### config.mk
export PLATFORM = sky130hd
export DESIGN_NAME = alternating_bit_sender
export DESIGN_NICKNAME = d
export VERILOG_FILES = /design/src/abs_pkg.sv /design/src/abs_front.sv /design/src/abs_cmdq.sv /design/src/abs_back.sv /design/src/alternating_bit_sender.sv
export SDC_FILE = /design/constraint.sdc
export NUM_CORES = 1
export LEC_CHECK = 0
export BUFFER_PORTS_ARGS = -buffer_cell sky130_fd_sc_hd__buf_4
export CELL_PAD_IN_SITES_DETAIL_PLACEMENT = 0
export CELL_PAD_IN_SITES_GLOBAL_PLACEMENT = 1
export CORE_MARGIN = 4
export CORE_UTILIZATION = 35
export DETAILED_ROUTE_END_ITERATION = 16
export MAX_ROUTING_LAYER = met4
export PLACE_DENSITY_LB_ADDON = 0.1
export SLEW_MARGIN = 40
export SYNTH_ARGS = -nofsm -noshare
export SYNTH_HDL_FRONTEND = slang
export SYNTH_HIERARCHICAL = 1
export SYNTH_SLANG_ARGS = --single-unit
### constraint.sdc
create_clock -name clk -period 33.4 [get_ports clk]
set_input_delay 6.68 -clock clk [delete_from_list [all_inputs] [get_ports clk]]
set_output_delay 6.68 -clock clk [all_outputs]
set_load 0.02 [all_outputs]
### src/abs_pkg.sv
`timescale 1ns / 1ps
`default_nettype none

package abs_pkg;

    localparam int PAYLOAD_BYTES_DEF = 8;
    localparam int QUEUE_DEPTH_DEF   = 8;
    localparam int CMDQ_DEPTH        = 2;

    localparam int DATA_W  = 64;
    localparam int CHECK_W = 12;
    localparam int TIME_W  = 16;
    localparam int ACT_W   = 2;

    localparam int IN_TDATA_W  = 144;
    localparam int OUT_TDATA_W = 88;

    localparam logic [TIME_W-1:0] TIMEOUT_RESET = 16'd20;

    localparam logic [ACT_W-1:0] ACT_MSG  = 2'd0;
    localparam logic [ACT_W-1:0] ACT_ACK  = 2'd1;
    localparam logic [ACT_W-1:0] ACT_TICK = 2'd2;

    typedef enum logic [1:0] {
        CMD_MSG,
        CMD_ACK,
        CMD_TICK,
        CMD_NOP
    } cmd_kind_t;

    typedef struct packed {
        cmd_kind_t                  kind;
        logic [DATA_W-1:0]          payload;
        logic signed [CHECK_W-1:0]  sum;
        logic                       ack_ok;
        logic                       ack_num;
    } cmd_t;

    typedef struct packed {
        logic                       send_valid;
        logic                       pkt_seq;
        logic signed [CHECK_W-1:0]  pkt_check;
        logic [DATA_W-1:0]          pkt_payload;
        logic                       msg_queued;
        logic                       msg_dropped;
        logic                       ack_taken;
        logic                       busy_res;
    } res_t;

    function automatic logic [DATA_W-1:0] payload_trim(input logic [DATA_W-1:0] v,
                                                       input int nbytes);
        logic [DATA_W-1:0] r;
        r = '0;
        for (int i = 0; i < DATA_W / 8; i++)
        begin
            if (i < nbytes)
            begin
                r[8*i +: 8] = v[8*i +: 8];
            end
        end
        return r;
    endfunction

    function automatic logic signed [CHECK_W-1:0] byte_sum(input logic [DATA_W-1:0] v,
                                                           input int nbytes);
        logic signed [CHECK_W-1:0] s;
        logic [7:0]                b;
        s = '0;
        for (int i = 0; i < DATA_W / 8; i++)
        begin
            b = v[8*i +: 8];
            if (i < nbytes)
            begin
                s = s + $signed({{(CHECK_W-8){b[7]}}, b});
            end
        end
        return s;
    endfunction

endpackage

`default_nettype wire

### src/abs_front.sv
`timescale 1ns / 1ps
`default_nettype none

module abs_front #(
    parameter int PAYLOAD_BYTES = abs_pkg::PAYLOAD_BYTES_DEF
) (
    input  wire logic [abs_pkg::ACT_W-1:0]      action,
    input  wire logic [abs_pkg::IN_TDATA_W-1:0] word,
    output abs_pkg::cmd_t                       cmd
);
    import abs_pkg::*;

    logic [DATA_W-1:0]         msg_data;
    logic                      ack_seq;
    logic                      ack_num;
    logic signed [CHECK_W-1:0] ack_check;
    logic [DATA_W-1:0]         ack_payload;
    logic signed [CHECK_W-1:0] ack_calc;

    assign msg_data    = word[63:0];
    assign ack_seq     = word[64];
    assign ack_num     = word[65];
    assign ack_check   = $signed(word[77:66]);
    assign ack_payload = word[141:78];

    assign ack_calc = byte_sum(ack_payload, PAYLOAD_BYTES)
                    + $signed({{(CHECK_W-1){1'b0}}, ack_seq})
                    + $signed({{(CHECK_W-1){1'b0}}, ack_num});

    always_comb
    begin
        cmd         = '0;
        cmd.kind    = CMD_NOP;
        cmd.ack_num = ack_num;
        case (action)
            ACT_MSG:
            begin
                cmd.kind    = CMD_MSG;
                cmd.payload = payload_trim(msg_data, PAYLOAD_BYTES);
                cmd.sum     = byte_sum(msg_data, PAYLOAD_BYTES);
            end
            ACT_ACK:
            begin
                cmd.kind   = CMD_ACK;
                cmd.ack_ok = (ack_calc == ack_check);
            end
            ACT_TICK:
            begin
                cmd.kind = CMD_TICK;
            end
            default:
            begin
                cmd.kind = CMD_NOP;
            end
        endcase
    end

endmodule

`default_nettype wire

### src/abs_cmdq.sv
`timescale 1ns / 1ps
`default_nettype none

module abs_cmdq (
    input  wire logic          clk,
    input  wire logic          rst_n,
    input  wire logic          push,
    input  wire abs_pkg::cmd_t push_cmd,
    output logic               push_ready,
    output logic               pop_valid,
    output abs_pkg::cmd_t      pop_cmd,
    input  wire logic          pop
);
    import abs_pkg::*;

    localparam int PW = $clog2(CMDQ_DEPTH);
    localparam int CW = $clog2(CMDQ_DEPTH + 1);

    cmd_t          slot_reg [CMDQ_DEPTH];
    logic [PW-1:0] wr_reg, wr_next;
    logic [PW-1:0] rd_reg, rd_next;
    logic [CW-1:0] cnt_reg, cnt_next;
    logic          do_push;
    logic          do_pop;

    assign push_ready = (cnt_reg != CW'(CMDQ_DEPTH));
    assign pop_valid  = (cnt_reg != '0);
    assign pop_cmd    = slot_reg[rd_reg];
    assign do_push    = push && push_ready;
    assign do_pop     = pop && pop_valid;

    always_comb
    begin
        wr_next  = wr_reg;
        rd_next  = rd_reg;
        cnt_next = cnt_reg;
        if (do_push)
        begin
            wr_next = (wr_reg == PW'(CMDQ_DEPTH - 1)) ? '0 : wr_reg + 1'b1;
        end
        if (do_pop)
        begin
            rd_next = (rd_reg == PW'(CMDQ_DEPTH - 1)) ? '0 : rd_reg + 1'b1;
        end
        if (do_push && !do_pop)
        begin
            cnt_next = cnt_reg + 1'b1;
        end
        else if (do_pop && !do_push)
        begin
            cnt_next = cnt_reg - 1'b1;
        end
    end

    always_ff @(posedge clk or negedge rst_n)
    begin
        if (!rst_n)
        begin
            wr_reg  <= '0;
            rd_reg  <= '0;
            cnt_reg <= '0;
        end
        else
        begin
            wr_reg  <= wr_next;
            rd_reg  <= rd_next;
            cnt_reg <= cnt_next;
        end
    end

    // hold payload, no reset
    always_ff @(posedge clk)
    begin
        if (do_push)
        begin
            slot_reg[wr_reg] <= push_cmd;
        end
    end

endmodule

`default_nettype wire

### src/abs_back.sv
`timescale 1ns / 1ps
`default_nettype none

module abs_back #(
    parameter int QUEUE_DEPTH = abs_pkg::QUEUE_DEPTH_DEF
) (
    input  wire logic                       clk,
    input  wire logic                       rst_n,
    input  wire logic [abs_pkg::TIME_W-1:0] timeout,
    input  wire logic                       cmd_valid,
    input  wire abs_pkg::cmd_t              cmd,
    output logic                            cmd_pop,
    output logic                            out_valid,
    output abs_pkg::res_t                   out_res,
    input  wire logic                       out_ready
);
    import abs_pkg::*;

    localparam int QW = (QUEUE_DEPTH > 1) ? $clog2(QUEUE_DEPTH) : 1;
    localparam int CW = $clog2(QUEUE_DEPTH + 1);

    typedef struct packed {
        logic [DATA_W-1:0]         payload;
        logic signed [CHECK_W-1:0] sum;
    } qent_t;

    qent_t                     mem [QUEUE_DEPTH];
    qent_t                     head_reg;
    qent_t                     wr_ent;

    logic                      seq_reg, seq_next;
    logic                      wait_reg, wait_next;
    logic [DATA_W-1:0]         held_reg, held_next;
    logic signed [CHECK_W-1:0] hsum_reg, hsum_next;
    logic [TIME_W-1:0]         tick_reg, tick_next;
    logic [QW-1:0]             qhead_reg, qhead_next;
    logic [QW-1:0]             qtail_reg, qtail_next;
    logic [CW-1:0]             fill_reg, fill_next;
    logic                      ovalid_reg, ovalid_next;
    res_t                      res_reg, res_next;

    logic                      step;
    logic                      q_push;
    logic                      q_pop;
    logic                      emit;
    logic [DATA_W-1:0]         emit_payload;
    logic signed [CHECK_W-1:0] emit_sum;
    logic [TIME_W-1:0]         limit;
    logic [TIME_W:0]           tick_inc;

    function automatic logic [QW-1:0] ptr_inc(input logic [QW-1:0] p);
        if (p == QW'(QUEUE_DEPTH - 1))
        begin
            return '0;
        end
        return p + 1'b1;
    endfunction

    assign step      = cmd_valid && (!ovalid_reg || out_ready);
    assign cmd_pop   = step;
    assign out_valid = ovalid_reg;
    assign out_res   = res_reg;

    assign limit    = (timeout == '0) ? TIME_W'(1) : timeout;
    assign tick_inc = {1'b0, tick_reg} + (TIME_W + 1)'(1);
    assign wr_ent   = '{payload: cmd.payload, sum: cmd.sum};

    always_comb
    begin
        seq_next     = seq_reg;
        wait_next    = wait_reg;
        held_next    = held_reg;
        hsum_next    = hsum_reg;
        tick_next    = tick_reg;
        fill_next    = fill_reg;
        q_push       = 1'b0;
        q_pop        = 1'b0;
        emit         = 1'b0;
        emit_payload = held_reg;
        emit_sum     = hsum_reg;
        res_next     = '0;

        if (step)
        begin
            case (cmd.kind)
                CMD_MSG:
                begin
                    if (!wait_reg)
                    begin
                        emit         = 1'b1;
                        emit_payload = cmd.payload;
                        emit_sum     = cmd.sum;
                    end
                    else if (fill_reg < CW'(QUEUE_DEPTH))
                    begin
                        q_push              = 1'b1;
                        fill_next           = fill_reg + 1'b1;
                        res_next.msg_queued = 1'b1;
                    end
                    else
                    begin
                        res_next.msg_dropped = 1'b1;
                    end
                end
                CMD_ACK:
                begin
                    if (wait_reg && cmd.ack_ok && (cmd.ack_num == seq_reg))
                    begin
                        res_next.ack_taken = 1'b1;
                        seq_next           = ~seq_reg;
                        wait_next          = 1'b0;
                        tick_next          = '0;
                        if (fill_reg != '0)
                        begin
                            q_pop        = 1'b1;
                            fill_next    = fill_reg - 1'b1;
                            emit         = 1'b1;
                            emit_payload = head_reg.payload;
                            emit_sum     = head_reg.sum;
                        end
                    end
                end
                CMD_TICK:
                begin
                    if (wait_reg)
                    begin
                        tick_next = tick_inc[TIME_W-1:0];
                        if (tick_inc >= {1'b0, limit})
                        begin
                            emit = 1'b1;
                        end
                    end
                end
                default:
                begin
                end
            endcase
        end

        if (emit)
        begin
            res_next.send_valid  = 1'b1;
            res_next.pkt_seq     = seq_next;
            res_next.pkt_check   = emit_sum + $signed({{(CHECK_W-1){1'b0}}, seq_next});
            res_next.pkt_payload = emit_payload;
            held_next            = emit_payload;
            hsum_next            = emit_sum;
            wait_next            = 1'b1;
            tick_next            = '0;
        end
        res_next.busy_res = wait_next;

        qtail_next = q_push ? ptr_inc(qtail_reg) : qtail_reg;
        qhead_next = q_pop  ? ptr_inc(qhead_reg) : qhead_reg;

        if (step)
        begin
            ovalid_next = 1'b1;
        end
        else if (out_ready)
        begin
            ovalid_next = 1'b0;
        end
        else
        begin
            ovalid_next = ovalid_reg;
        end
    end

    always_ff @(posedge clk or negedge rst_n)
    begin
        if (!rst_n)
        begin
            seq_reg    <= 1'b0;
            wait_reg   <= 1'b0;
            held_reg   <= '0;
            hsum_reg   <= '0;
            tick_reg   <= '0;
            qhead_reg  <= '0;
            qtail_reg  <= '0;
            fill_reg   <= '0;
            ovalid_reg <= 1'b0;
        end
        else
        begin
            seq_reg    <= seq_next;
            wait_reg   <= wait_next;
            held_reg   <= held_next;
            hsum_reg   <= hsum_next;
            tick_reg   <= tick_next;
            qhead_reg  <= qhead_next;
            qtail_reg  <= qtail_next;
            fill_reg   <= fill_next;
            ovalid_reg <= ovalid_next;
        end
    end

    always_ff @(posedge clk)
    begin
        if (step)
        begin
            res_reg <= res_next;
        end
    end

    // message queue; prefetch the next head entry, bypass a same-cycle write
    always_ff @(posedge clk)
    begin
        if (q_push)
        begin
            mem[qtail_reg] <= wr_ent;
        end
        if (q_push && (qtail_reg == qhead_next))
        begin
            head_reg <= wr_ent;
        end
        else
        begin
            head_reg <= mem[qhead_next];
        end
    end

endmodule

`default_nettype wire

### src/alternating_bit_sender.sv
`timescale 1ns / 1ps
`default_nettype none

// Channel   Dir  Handshake             Payload
// s_*       in   s_tvalid / s_tready   s_tuser action, s_tdata message and ack fields
// m_*       out  m_tvalid / m_tready   m_tdata packet and status flags
// cfg_*     in   cfg_valid / cfg_ready cfg_data timeout_ticks
//
// One word per cycle in and out while s_tready and m_tready stay high. A taken word
// passes the command queue and then the output register before it is on m_tdata.
// Reset clears sequence state, queue pointers and sets timeout_ticks to 20;
// message queue entries are not cleared.
// m_tready low holds the output register; the two-entry command queue keeps
// s_tready high until it fills.
module alternating_bit_sender #(
    parameter int PAYLOAD_BYTES = abs_pkg::PAYLOAD_BYTES_DEF,
    parameter int QUEUE_DEPTH   = abs_pkg::QUEUE_DEPTH_DEF
) (
    input  wire logic                            clk,
    input  wire logic                            rst_n,
    input  wire logic                            s_tvalid,
    output logic                                 s_tready,
    // [63:0] message_data, [64] ack_seqnum, [65] ack_number,
    // [77:66] ack_check, [141:78] ack_payload, [143:142] zero
    input  wire logic [abs_pkg::IN_TDATA_W-1:0]  s_tdata,
    // [1:0] action
    input  wire logic [abs_pkg::ACT_W-1:0]       s_tuser,
    output logic                                 m_tvalid,
    input  wire logic                            m_tready,
    // [0] send_valid, [1] pkt_seq, [13:2] pkt_check, [77:14] pkt_payload,
    // [78] msg_queued, [79] msg_dropped, [80] ack_taken, [81] busy_res, [87:82] zero
    output logic [abs_pkg::OUT_TDATA_W-1:0]      m_tdata,
    input  wire logic                            cfg_valid,
    output logic                                 cfg_ready,
    input  wire logic [abs_pkg::TIME_W-1:0]      cfg_data
);
    import abs_pkg::*;

    logic [TIME_W-1:0] timeout_reg;
    cmd_t              front_cmd;
    cmd_t              q_cmd;
    logic              q_valid;
    logic              q_pop;
    res_t              res;

    assign cfg_ready = 1'b1;

    always_ff @(posedge clk or negedge rst_n)
    begin
        if (!rst_n)
        begin
            timeout_reg <= TIMEOUT_RESET;
        end
        else if (cfg_valid)
        begin
            timeout_reg <= cfg_data;
        end
    end

    abs_front #(
        .PAYLOAD_BYTES (PAYLOAD_BYTES)
    ) u_front (
        .action (s_tuser),
        .word   (s_tdata),
        .cmd    (front_cmd)
    );

    abs_cmdq u_cmdq (
        .clk        (clk),
        .rst_n      (rst_n),
        .push       (s_tvalid),
        .push_cmd   (front_cmd),
        .push_ready (s_tready),
        .pop_valid  (q_valid),
        .pop_cmd    (q_cmd),
        .pop        (q_pop)
    );

    abs_back #(
        .QUEUE_DEPTH (QUEUE_DEPTH)
    ) u_back (
        .clk       (clk),
        .rst_n     (rst_n),
        .timeout   (timeout_reg),
        .cmd_valid (q_valid),
        .cmd       (q_cmd),
        .cmd_pop   (q_pop),
        .out_valid (m_tvalid),
        .out_res   (res),
        .out_ready (m_tready)
    );

    assign m_tdata = {6'b0, res.busy_res, res.ack_taken, res.msg_dropped, res.msg_queued,
                      res.pkt_payload, res.pkt_check, res.pkt_seq, res.send_valid};

    a_send_busy: assert property (@(posedge clk) disable iff (!rst_n)
        m_tvalid && res.send_valid |-> res.busy_res)
        else $error("sent packet without busy flag");

    a_queued_alone: assert property (@(posedge clk) disable iff (!rst_n)
        m_tvalid && res.msg_queued |-> !res.send_valid && !res.msg_dropped && !res.ack_taken)
        else $error("queued word carries other events");

    a_step_out: assert property (@(posedge clk) disable iff (!rst_n)
        q_valid && q_pop |=> m_tvalid)
        else $error("back step produced no word");

    a_accept_queued: assert property (@(posedge clk) disable iff (!rst_n)
        s_tvalid && s_tready |=> q_valid)
        else $error("accepted word missing from command queue");

endmodule

`default_nettype wire

==> metrics.csv <==
stage;metric;value;unit
outcome;outcome;finished clean;
clocking;clk sinks;978;
flow_run;max_cap viols;0;
power_and_ir_drop;maximum VDD drop;0.0000992;V
power_and_ir_drop;clock network fraction of design power;0.241;
synthesis;synthesized cell area;0.0443;sq mm
synthesis;ys flop type;edfxtp_1;
setup_path;Setup crit start kind;input pin;
synthesis;Synth Warn #;6;
setup_path;Data required, critical path;33.77;ns
sta;Slew @ Worst Pin;0.871;ns
global_route;first-pass GRT wire length;171000;um
detailed_routing;Via Count;24304;
sta;Worst Clk Skew;0.0241;ns
sta;RSZ-0062 raised after global routing;no;
sta;final total negative setup slack;0;ns
floorplan;die height;364;um
power_and_ir_drop;Pleak;0.0187;uW
setup_path;Worst R2R Setup Slack;28.00;ns
setup_path;CP Capture Type;flip-flop;
synthesis;Syn Area/Cell;15.9;sq um
power_and_ir_drop;Comb power frac;0.413;
detailed_routing;vias per inst;5.04;
power_and_ir_drop;Int Pwr;3140;uW
detailed_routing;DR iter-0 viols;1511;
sta;Setup Viol. Count Final;0;
power_and_ir_drop;pwr dens;94.7;mW/mm^2
sta;Slew headroom;0.414;
power_and_ir_drop;switching share of power;0.356;
global_route;grt ovf;0;
global_route;Total GRT Usage;0.179;
power_and_ir_drop;NetSw;1740;uW
hold_path;min-delay worst type;reg -> reg;
detailed_routing;DRC errors left;0;
setup_path;critical path fanouts, max;5;
detailed_routing;Final ANT Viol Nets;0;
setup_path;cell mode on critical path;ha_1;
sta;f_max;71.2;MHz
floorplan;core area;0.126;sq mm
clocking;Worst-path clk slew;0.06;ns
floorplan;# IOs;258;
sta;Tmin final;14.05;ns
detailed_routing;Top Metal Used;met4;
power_and_ir_drop;Seq pwr share;0.347;
placement;hpwl dp;73000;um
setup_path;CP peak stage delay;0.70;ns
synthesis;Yosys reg bits;978;
floorplan;# rows;130;
detailed_routing;met1 WL;51000;um
synthesis;Yosys cell types;82;
detailed_routing;final wirelength;115000;um
clocking;CTS Buf Count;106;
clocking;Clock Path Buffers;3;
detailed_routing;drt first pass iters;5;
clocking;cts repair resizes;0;
synthesis;ranking of synthesized cells by area;edfxtp_1 58%, mux4_2 7.6%, dfrtp_1 6.9%;
cells_and_area;fillers;11482;
sta;period utilization;0.421;
detailed_routing;wire length on met2;56200;um
cells_and_area;number of flip-flops in the largest register;608;
clocking;setup bufs post-CTS;0;
synthesis;largest area contributor in the netlist;edfxtp_1;
clocking;H-tree depth;3;
synthesis;area share of the largest cell type after synthesis;0.576;
setup_path;CP top delay family;compound AO/OA/AOI/OAI gates;
sta;Pins Over Slew Limit;0;
floorplan;Horiz. Die Dim;364;um
setup_path;number of buffers and inverters on the critical path;3;
cells_and_area;# nets final;3414;
cells_and_area;area grow syn2layout;16.4;%
floorplan;Initial Util;0.352;
synthesis;number of flops mapped to enable cells by yosys;850;
cells_and_area;share of layout cells above drive strength 1;0.235;
synthesis;asr flop ratio synth;0.128;
setup_path;CP Class;in -> reg;
detailed_routing;Routed WL per cell;23.9;um
clocking;Clock Tree Root;clkbuf_16;
synthesis;Syn Inst Count;2789;
detailed_routing;met3 routed WL;5790;um
clocking;CTS tree;done;
global_route;vias in the first global route;26123;
placement;Final Wtd Congestion;0.768;
setup_path;WP data arrival;14.42;ns
sta;Final Hold Vio Count;0;
clocking;CTS Hold Buffers Added;0;
power_and_ir_drop;total power;4880;uW
synthesis;sequential share of the synthesized area;0.648;
placement;PortBufs;248;
floorplan;die area;0.132;sq mm
global_route;largest net degree at the start of global routing;82;
clocking;worst skew pair latency;0.69;ns
global_route;initial antenna violation count;4;
setup_path;Worst path slowest cell;nor3b_1;
## tightest hold or removal path, delay by kind of cell, from the launching register on
family / cells / cell delay, ns
compound gates: 1 / 0.06
flops: 1 / 0.32
simple gates: 1 / 0.05
## synth_stat cells, types with 4 or more instances
| master | instances |
|---|---|
| edfxtp_1 | 850 |
| nor2_1 | 165 |
| mux4_2 | 150 |
| inv_1 | 141 |
| and2_1 | 129 |
| nand2_1 | 128 |
| o21ai_0 | 127 |
| dfrtp_1 | 123 |
| a21oi_1 | 118 |
| ha_1 | 111 |
| mux2_4 | 89 |
| mux2i_1 | 80 |
| xnor2_1 | 73 |
| fa_1 | 62 |
| buf_2 | 46 |
| nor3_1 | 43 |
| clkbuf_1 | 35 |
| a21o_1 | 27 |
| xor2_1 | 22 |
| nor2b_1 | 21 |
| nand3_1 | 19 |
| and3_1 | 18 |
| nand2b_1 | 15 |
| a21boi_0 | 14 |
| buf_1 | 13 |
| buf_4 | 13 |
| buf_12 | 11 |
| mux2_2 | 11 |
| a211oi_1 | 9 |
| nor4_1 | 9 |
| o21ai_1 | 8 |
| or3_1 | 7 |
| nor3_2 | 6 |
| a22oi_1 | 5 |
| o21a_1 | 5 |
| o41ai_1 | 5 |
| a221oi_1 | 4 |
| a31oi_1 | 4 |
| o211ai_1 | 4 |
| or2_2 | 4 |
## cells by family after synthesis
logic type      share of synthesized area
mux                                 0.128
xor+xnor                           0.0193
fa+ha+maj                          0.0594
flops                               0.648
simple gates                       0.0653
buf+inv                            0.0292
compound gates                     0.0502
other cells                      0.000169
## worst paths after layout
kind / start / endpoint / depth (start not counted)
max: s_tdata[0] / u_cmdq/slot_reg[0][12]$_DFFE_PP_ / 36
min reg2reg: u_back/hsum_reg[0]$_DFFE_PN0N_ / u_back/hsum_reg[0]$_DFFE_PN0N_ / 2
min: u_back/hsum_reg[0]$_DFFE_PN0N_ / u_back/hsum_reg[0]$_DFFE_PN0N_ / 2
min in group asynchronous: rst_n / u_back/held_reg[41]$_DFFE_PN0N_ / 1
max reg2reg: u_cmdq/rd_reg$_DFFE_PN0P_ / u_back/out_res[78]$_SDFFCE_PP0P_ / 15
max in group asynchronous: rst_n / u_cmdq/rd_reg$_DFFE_PN0P_ / 3
## layer usage
layer | track usage | vias to the layer above
met5 | - | -
met3 | 0.0290 | 129
met4 | 0.0425 | 0
met1 | 0.236 | 12597
met2 | 0.292 | 528
li1 | - | 11050
## power by group through the flow
stage	clock network [uW]	logic, uW	registers [uW]
after detailed placement	0	2030	1720
after global placement	0	1980	1720
final	1170	2010	1690
after global routing	1260	2250	1710
after floorplan	0	1440	1740
after CTS	1210	2040	1700
## final cells by class
| cell class | instances | area, sq um | area share |
|---|---|---|---|
| inverter | 142 | 534 | 0.0104 |
| multi-input combinational | 1553 | 14400 | 0.280 |
| antenna | 3 | 7.51 | 0.000146 |
| sequential | 978 | 28700 | 0.557 |
| timing repair buffer | 293 | 2290 | 0.0443 |
| tap | 1650 | 2060 | 0.0400 |
| clock inverter | 57 | 626 | 0.0121 |
| clock buffer | 145 | 2890 | 0.0561 |
## per-stage QoR
stage / instance area, sq um / setup WS, ns / std cells / hold WS [ns] / util
2_1_floorplan: 44300 / 15.29 / 2794 / 0.439 / -
3_3_place_gp: 47900 / 18.76 / 4614 / 0.456 / 0.381
3_5_place_dp: 48000 / 18.69 / 4615 / 0.468 / 0.382
4_1_cts: 51500 / 19.41 / 4817 / 0.481 / 0.410
5_1_grt: 51600 / 18.67 / 4818 / 0.499 / 0.410
6_report: 51600 / 19.35 / 4821 / 0.477 / 0.410
## cell usage in the layout, fill, tap and decap left out, drive strengths merged, types with 6 or more instances in the layout
cell type	instances
edfxtp	850
buf	293
nor2	166
mux4	152
clkbuf	145
inv	142
o21ai	135
and2	129
nand2	128
dfrtp	123
a21oi	118
ha	111
mux2	100
mux2i	80
xnor2	73
fa	62
nor3	49
clkinv	43
a21o	27
xor2	22
nor2b	22
nand3	20
and3	18
nand2b	15
a21boi	15
bufinv	11
a211oi	10
nor4	10
conb	7
or3	7
o41ai	6
a221oi	6
Note: power is estimated with default switching activity, not from simulation.
